File: config.mk
export PLATFORM = sky130hd
export DESIGN_NAME = hdrtm_div
export DESIGN_NICKNAME = d
export VERILOG_FILES = /design/src/rtl/core/hdrtm_pkg.sv /design/src/rtl/core/hdrtm_div.sv
export SDC_FILE = /design/constraint.sdc
export NUM_CORES = 2
export LEC_CHECK = 0
export BUFFER_PORTS_ARGS = -buffer_cell sky130_fd_sc_hd__buf_2
export CORE_ASPECT_RATIO = 0.6
export CORE_MARGIN = 4
export CORE_UTILIZATION = 25
export CTS_CLUSTER_DIAMETER = 30
export DETAILED_ROUTE_END_ITERATION = 10
export SLEW_MARGIN = 20
export SYNTH_ARGS = -nofsm -noshare
export SYNTH_HDL_FRONTEND = slang
export SYNTH_SLANG_ARGS = --single-unit
File: constraint.sdc
create_clock -name clk_i -period 10.55 [get_ports clk_i]
set_clock_uncertainty 0.15 [all_clocks]
set_input_delay 0.5275 -clock clk_i [delete_from_list [all_inputs] [get_ports clk_i]]
set_output_delay 0.5275 -clock clk_i [all_outputs]
set_load 0.02 [all_outputs]
File: src/rtl/core/hdrtm_pkg.sv
package hdrtm_pkg;

  localparam int CH_W   = 24;
  localparam int COEF_W = 16;
  localparam int PEAK_W = 22;
  localparam int REG_W  = 48;

  // divider geometry: numerator, divisor and quotient magnitude widths
  localparam int NUM_W = 54;
  localparam int DEN_W = 34;
  localparam int QUO_W = 30;

  // floor(x / 10) = (x * KNEE_RECIP) >> KNEE_SHIFT for x < 2**26
  localparam logic [25:0] KNEE_RECIP = 26'd53687092;
  localparam int          KNEE_SHIFT = 29;

  // positions of the valid bits along the pipeline
  localparam int ST_S6  = 5 + QUO_W;
  localparam int ST_S9  = 8 + 2 * QUO_W;
  localparam int ST_S12 = 11 + 2 * QUO_W;
  localparam int N_ST   = 17 + 3 * QUO_W;

  typedef enum logic [2:0] {
    REG_TO_ROW0   = 3'd0,
    REG_TO_ROW1   = 3'd1,
    REG_TO_ROW2   = 3'd2,
    REG_FROM_ROW0 = 3'd3,
    REG_FROM_ROW1 = 3'd4,
    REG_FROM_ROW2 = 3'd5,
    REG_LUMA      = 3'd6,
    REG_PEAK      = 3'd7
  } reg_idx_e;

  function automatic logic signed [COEF_W-1:0] coef(input logic [REG_W-1:0] r, input int k);
    return $signed(r[COEF_W*k +: COEF_W]);
  endfunction

endpackage

File: src/rtl/core/hdrtm_div.sv
module hdrtm_div (
  input  logic                               clk_i,
  input  logic                               en_i,
  input  logic [hdrtm_pkg::NUM_W-1:0]        num_i,
  input  logic [hdrtm_pkg::DEN_W-1:0]        den_i,
  input  logic                               neg_i,
  output logic signed [hdrtm_pkg::QUO_W:0]   quo_o
);

  logic [hdrtm_pkg::DEN_W-1:0] rem_q [hdrtm_pkg::QUO_W];
  logic [hdrtm_pkg::QUO_W-1:0] acc_q [hdrtm_pkg::QUO_W];
  logic [hdrtm_pkg::DEN_W-1:0] den_q [hdrtm_pkg::QUO_W];
  logic                        neg_q [hdrtm_pkg::QUO_W];

  // one quotient bit a stage; acc shifts numerator bits out and quotient bits in
  for (genvar k = 0; k < hdrtm_pkg::QUO_W; k++) begin : g_stage
    logic [hdrtm_pkg::DEN_W-1:0] rem_in;
    logic [hdrtm_pkg::QUO_W-1:0] acc_in;
    logic [hdrtm_pkg::DEN_W-1:0] den_in;
    logic                        neg_in;
    logic [hdrtm_pkg::DEN_W:0]   trial;
    logic [hdrtm_pkg::DEN_W:0]   diff;
    logic                        ge;

    if (k == 0) begin : g_first
      assign rem_in = hdrtm_pkg::DEN_W'(num_i[hdrtm_pkg::NUM_W-1:hdrtm_pkg::QUO_W]);
      assign acc_in = num_i[hdrtm_pkg::QUO_W-1:0];
      assign den_in = den_i;
      assign neg_in = neg_i;
    end else begin : g_next
      assign rem_in = rem_q[k-1];
      assign acc_in = acc_q[k-1];
      assign den_in = den_q[k-1];
      assign neg_in = neg_q[k-1];
    end

    assign trial = {rem_in, acc_in[hdrtm_pkg::QUO_W-1]};
    assign diff  = trial - {1'b0, den_in};
    assign ge    = trial >= {1'b0, den_in};

    always_ff @(posedge clk_i) begin
      if (en_i) begin
        rem_q[k] <= ge ? diff[hdrtm_pkg::DEN_W-1:0] : trial[hdrtm_pkg::DEN_W-1:0];
        acc_q[k] <= {acc_in[hdrtm_pkg::QUO_W-2:0], ge};
        den_q[k] <= den_in;
        neg_q[k] <= neg_in;
      end
    end
  end

  assign quo_o = neg_q[hdrtm_pkg::QUO_W-1]
               ? -$signed({1'b0, acc_q[hdrtm_pkg::QUO_W-1]})
               : $signed({1'b0, acc_q[hdrtm_pkg::QUO_W-1]});

endmodule

# Word level (Yosys, flattened, before mapping)
# Memory sizes are Yosys's and may differ from the RTL's.
# Index checks and enable logic that the tools add are counted.
# op_classes
n_mux,33
add_sub_neg,31
magnitude_cmp,30
# ops
op,count
two-way mux 34 bit,30
greater-or-equal comparator 35 x 34 -> 1 bit,29
subtractor 34 bit,29
greater-or-equal comparator 25 x 34 -> 1 bit,1
subtractor 25 x 34 -> 34 bit,1
two-way mux 31 bit,1
negator 30 -> 31 bit,1
two-way mux 1 bit,2
# totals
elab_cells,98
register_bits,0
mem_count,4
ram_bits,2970
input_bits,91
# mem_list
name,depth,word_bits,read_ports,rd_ports_with_merged_regs,write_ports,line,rtl
den_q,30,34,29,0,30,hdrtm_div.sv:12,logic [hdrtm_pkg::DEN_W-1:0] den_q [hdrtm_pkg::QUO_W];
rem_q,30,34,29,0,30,hdrtm_div.sv:10,logic [hdrtm_pkg::DEN_W-1:0] rem_q [hdrtm_pkg::QUO_W];
acc_q,30,30,30,0,30,hdrtm_div.sv:11,logic [hdrtm_pkg::QUO_W-1:0] acc_q [hdrtm_pkg::QUO_W];
neg_q,30,1,30,0,30,hdrtm_div.sv:13,logic neg_q [hdrtm_pkg::QUO_W];

# Longest topological paths before layout
# An unclocked memory read counts as a cell.
# depth
word_depth,3
mapped_depth,16
ltp_nobuf,14

# Worst setup path before layout
# Ideal clock, no wire load.
# synth_timing
kind,input port to flip-flop
startpoint,input port num_i[29] in the netlist's numbering
endpoint,memory rem_q[0][17] in the netlist's numbering (data pin)
setup_ns,0.260
setup_slack_ns,6.660
t_required_ns,10.140
arrival_ns,3.480
n_path_buf,1
path_stages,15
path_cell_list,inv_1 -> ha_1 -> inv_1 -> fa_1 -> a21o_1 -> a21oi_1 -> o21bai_1 -> nand2_1 -> a31o_2 -> a21oi_1 -> a31oi_1 -> o211ai_1 -> a211oi_2 -> buf_2 -> mux2_2
# synth_lines
element,line,rtl
from (decl),hdrtm_div.sv:4,"input logic [hdrtm_pkg::NUM_W-1:0] num_i,"
to (decl),hdrtm_div.sv:10,

==> impl_results.md <==
* Crit path depth at 12
* CTS Buf Count at 420
* Antenna violations before repair at 31
* Routed Antenna Nets at 0
* Final setup fails at 0
* Startpoint types: flip-flop
* Worst skew pair latency at 970 ps
* Switch share at between 30% and 40%
* Top delay family on crit path: compound AO/OA/AOI/OAI gates
* Cell accounting for the most synthesized area: edfxtp_1
* Number of flops mapped to enable cells by yosys at just under 3000
* Most frequent cell after synthesis: edfxtp_1
* Post-synthesis sequential area ratio at 57.21%
* Distinct cells, synth at 100
* Overall Global Routing Usage at roughly an eighth
* Core Util, Final at between 20% and 30%
* Area grow syn2layout at 16.94%
* Num ports at 122
* Placed cells at 20790
* Reg-to-Reg End: rem_q[0][516]
* Met2 usage at between 10% and 20%
* Ys flop type: edfxtp_1
* RSZ-0062 raised after global routing: no
* Status: complete, no violations
* Yosys warnings at 0
* Worst path slowest cell: o21ai_0
* WL final at approximately 390 mm
* Share of layout cells above drive strength 1 at 9.831%
* Routed length per instance at 17.75 um
* Mean Syn Cell Area at 11.84 sq um
* Normalized max-slew margin at 12.78%
* Asr flop ratio synth at 0%
* Crit path buf inv count at 2
* Final Wtd Congestion at between 0.9 and 1
* Achievable Freq at 189.3 MHz
* Top cells by count, synth: edfxtp_1 (2902), inv_1 (1315), a21oi_1 (1075), ha_1 (1012), nand2_1 (897)
* Largest net degree at the start of global routing at between 150 and 200
* Syn Inst Count at between 10000 and 15000
* Register share of total power at about a third
* Fin crit share at about half
* Via count at 101200
* Crit path arrival time at approximately 5700 ps
* DR iter-0 viols at 10920
* Multi-input logic area at a little under 60000 sq um
* Clock Tree Buf Depth at 4
* P_int at ~34 mW
* CTS tree: built
* Worst Path Required at 10960 ps
* Synth Register Bits at about 2900
* Residual DRC count at 0
* Leakage at roughly 70 nW
* Total Nets Final at about 14000
* Detailed placer's ending HPWL at 291.0 mm
* H-tree levels at 5
* Die area at 622300 sq um
* Via-per-instance ratio at 4.663
* Cell Area, Synth at roughly 150000 sq um
* Crit-path max cell delay at about 1100 ps
* First-pass GRT wire length at just under 600 mm
* R2R Path Start: den_q[14][4]
* Maximum VDD drop at around 0.00017 V
* Dominant cells by area after synthesis: edfxtp_1 (57%), ha_1 (8.3%), a21oi_1 (3.5%), inv_1 (3.2%), xnor2_1 (3.2%)
* GR peak layer: met1
* R2r worst-path depth at 12
* Kind of critical path: reg2reg
* Die Span X at a little over 1 mm
* Worst Tran Pin Value at 1308 ps
* Power density cells at 311.7 nW/um^2
* # fillers at 61380
* GR Util met1 at between 10% and 20%
* Clock Power Share at roughly 26%
* First-pass iteration count of the detailed router at 8
* Crit-path max FO at 59
* Max-Cap Viols at 0
* Critical Path Most Common Cell: a21oi_1
* Net Count, Synth at about 14000
* Tightest Hold Check Type: in2reg
* Number of global-route vias before repair at around 93000
* Die H at a little over 600 um
* Setup crit end: rem_q[0][516]
* TritonCTS Sinks at between 2000 and 3000
* Initial Utilization at roughly a quarter
* Core area at about 610000 sq um
* CP cell instances: inv_1 > ha_1 > o211ai_1 > a21oi_1 > nor4_1 > o41a_1 > o21ai_1 > o2111ai_1 > a21oi_1 > nor2_4 > buf_4 > o21ai_0
* Final slew viol count at 0
* CP Launch Point: den_q[14][4]
* Reg2Reg Setup Slack at ~5300 ps
* Critical Path Sink Type: flip-flop
* Row cnt at 221
* Hold Vio Cnt, Final at 0
* FF/Latch Area at ~87000 sq um
* M3 GR Usage at roughly 4.2%
* Net Sw Power at 21.08 mW
* Setup TNS at 0 ps
* Combinational share of power at between 40% and 50%
* Synth top area share at between 50% and 60%
* Fin crit period at approximately 5300 ps
* Final cell count without fillers at about 22000
* Clock transition at path regs at about 60 ps
* Clock root buffer: clkbuf_16
* Buffers on Ports at ~120
* Grt total ovfl at 0
## worst min-delay path by stage
stage,from,end,depth (start not counted)
floorplan,acc_q[9][9],acc_q[10][10],0
global placement,acc_q[8][25],acc_q[9][26],0
detailed placement,acc_q[9][14],acc_q[10][15],0
CTS,num_i[23],acc_q[0][24],2
global route,neg_i,neg_q[0],2
finish,neg_i,neg_q[0],2
## sequential cells by signal, summed over array words and instances (netlist names)
register,count
acc_q,900
den_q,986
neg_q,30
rem_q,986
## power groups by stage
stage                     sequential, mW  combinational [mW]  clock (mW)
after floorplan                     17.6                16.8           0
after global placement              18.7                21.9           0
after detailed placement            18.7                22.2           0
after CTS                           18.5                22.4        14.7
after global routing                18.7                25.1        15.2
final                               18.5                22.8        14.3
## stage by stage
step                      hold slack, ps  area [sq um]  setup WS, ps  power [mW]
after floorplan                    250.3        152300          6660       34.42
final                              149.9        178100          5267       55.51
after detailed placement           254.5        162600          5659       40.83
after global routing               80.83        178100          5174       59.03
after CTS                          46.77        178000          5615       55.49
after global placement             250.1        162600          5609       40.60
## cell families after synthesis
kind of cell,synth area share [%]
simple gates,8.116
mux,2.546
flops,57.21
compound gates,14.27
buf+inv,4.124
fa+ha+maj,8.694
xor+xnor,5.043
## placed cells by master (no fill, tap or decap), types with 42 or more instances in the layout
cell type         n
edfxtp_1       2902
inv_1          1315
a21oi_1        1071
ha_1           1012
nand2_1         897
o21ai_0         863
nor2_1          664
a21o_1          607
xnor2_1         556
clkbuf_16       425
xor2_1          317
mux2_2          276
nand3_1         186
nand4_1         162
nor2b_1         129
o21bai_1        129
buf_2           120
nor3_1          110
and3_1          109
nand2b_1        100
a31oi_1          98
dlygate4sd3_1    90
o21a_1           79
a211oi_1         69
inv_6            67
o31ai_1          65
o211ai_1         64
buf_4            58
and2_1           57
clkinv_2         49
clkinv_4         44
diode_2          43
nor4_1           42
clkinv_1         42
## worst reg2reg max path: cells and delay by family (launching register included)
kind | cells | cell delay (ps)
DFF | 1 | 680
and+or+nand+nor | 2 | 180
buffers and inverters | 2 | 410
adders and majority gates | 1 | 360
AOI/OAI and AO/OA | 7 | 3100
## timing repair
item,CTS,global route
endpoints found under the hold margin,129,0
resized for setup,0,0
hold buffers,90,0
buffers inserted,0,0
## layout make-up
cell class | count | share of cell area (%)
Sequential cell | 2902 | 48.92
Clock inverter | 336 | 2.121
Tap cell | 8028 | 5.639
Inverter | 1318 | 2.777
Antenna cell | 43 | 0.06041
Clock buffer | 454 | 6.032
Multi-Input combinational cell | 8350 | 33.22
Timing Repair Buffer | 281 | 1.231
## metal layers
| metal | up-vias | share of wire (%) |
|---|---|---|
| met4 | 8 | 2.3 |
| li1 | 48520 | - |
| met5 | - | 0.065 |
| met3 | 492 | 11 |
| met1 | 48620 | 51 |
| met2 | 3608 | 36 |
Note: power is estimated with default switching activity, not from simulation.
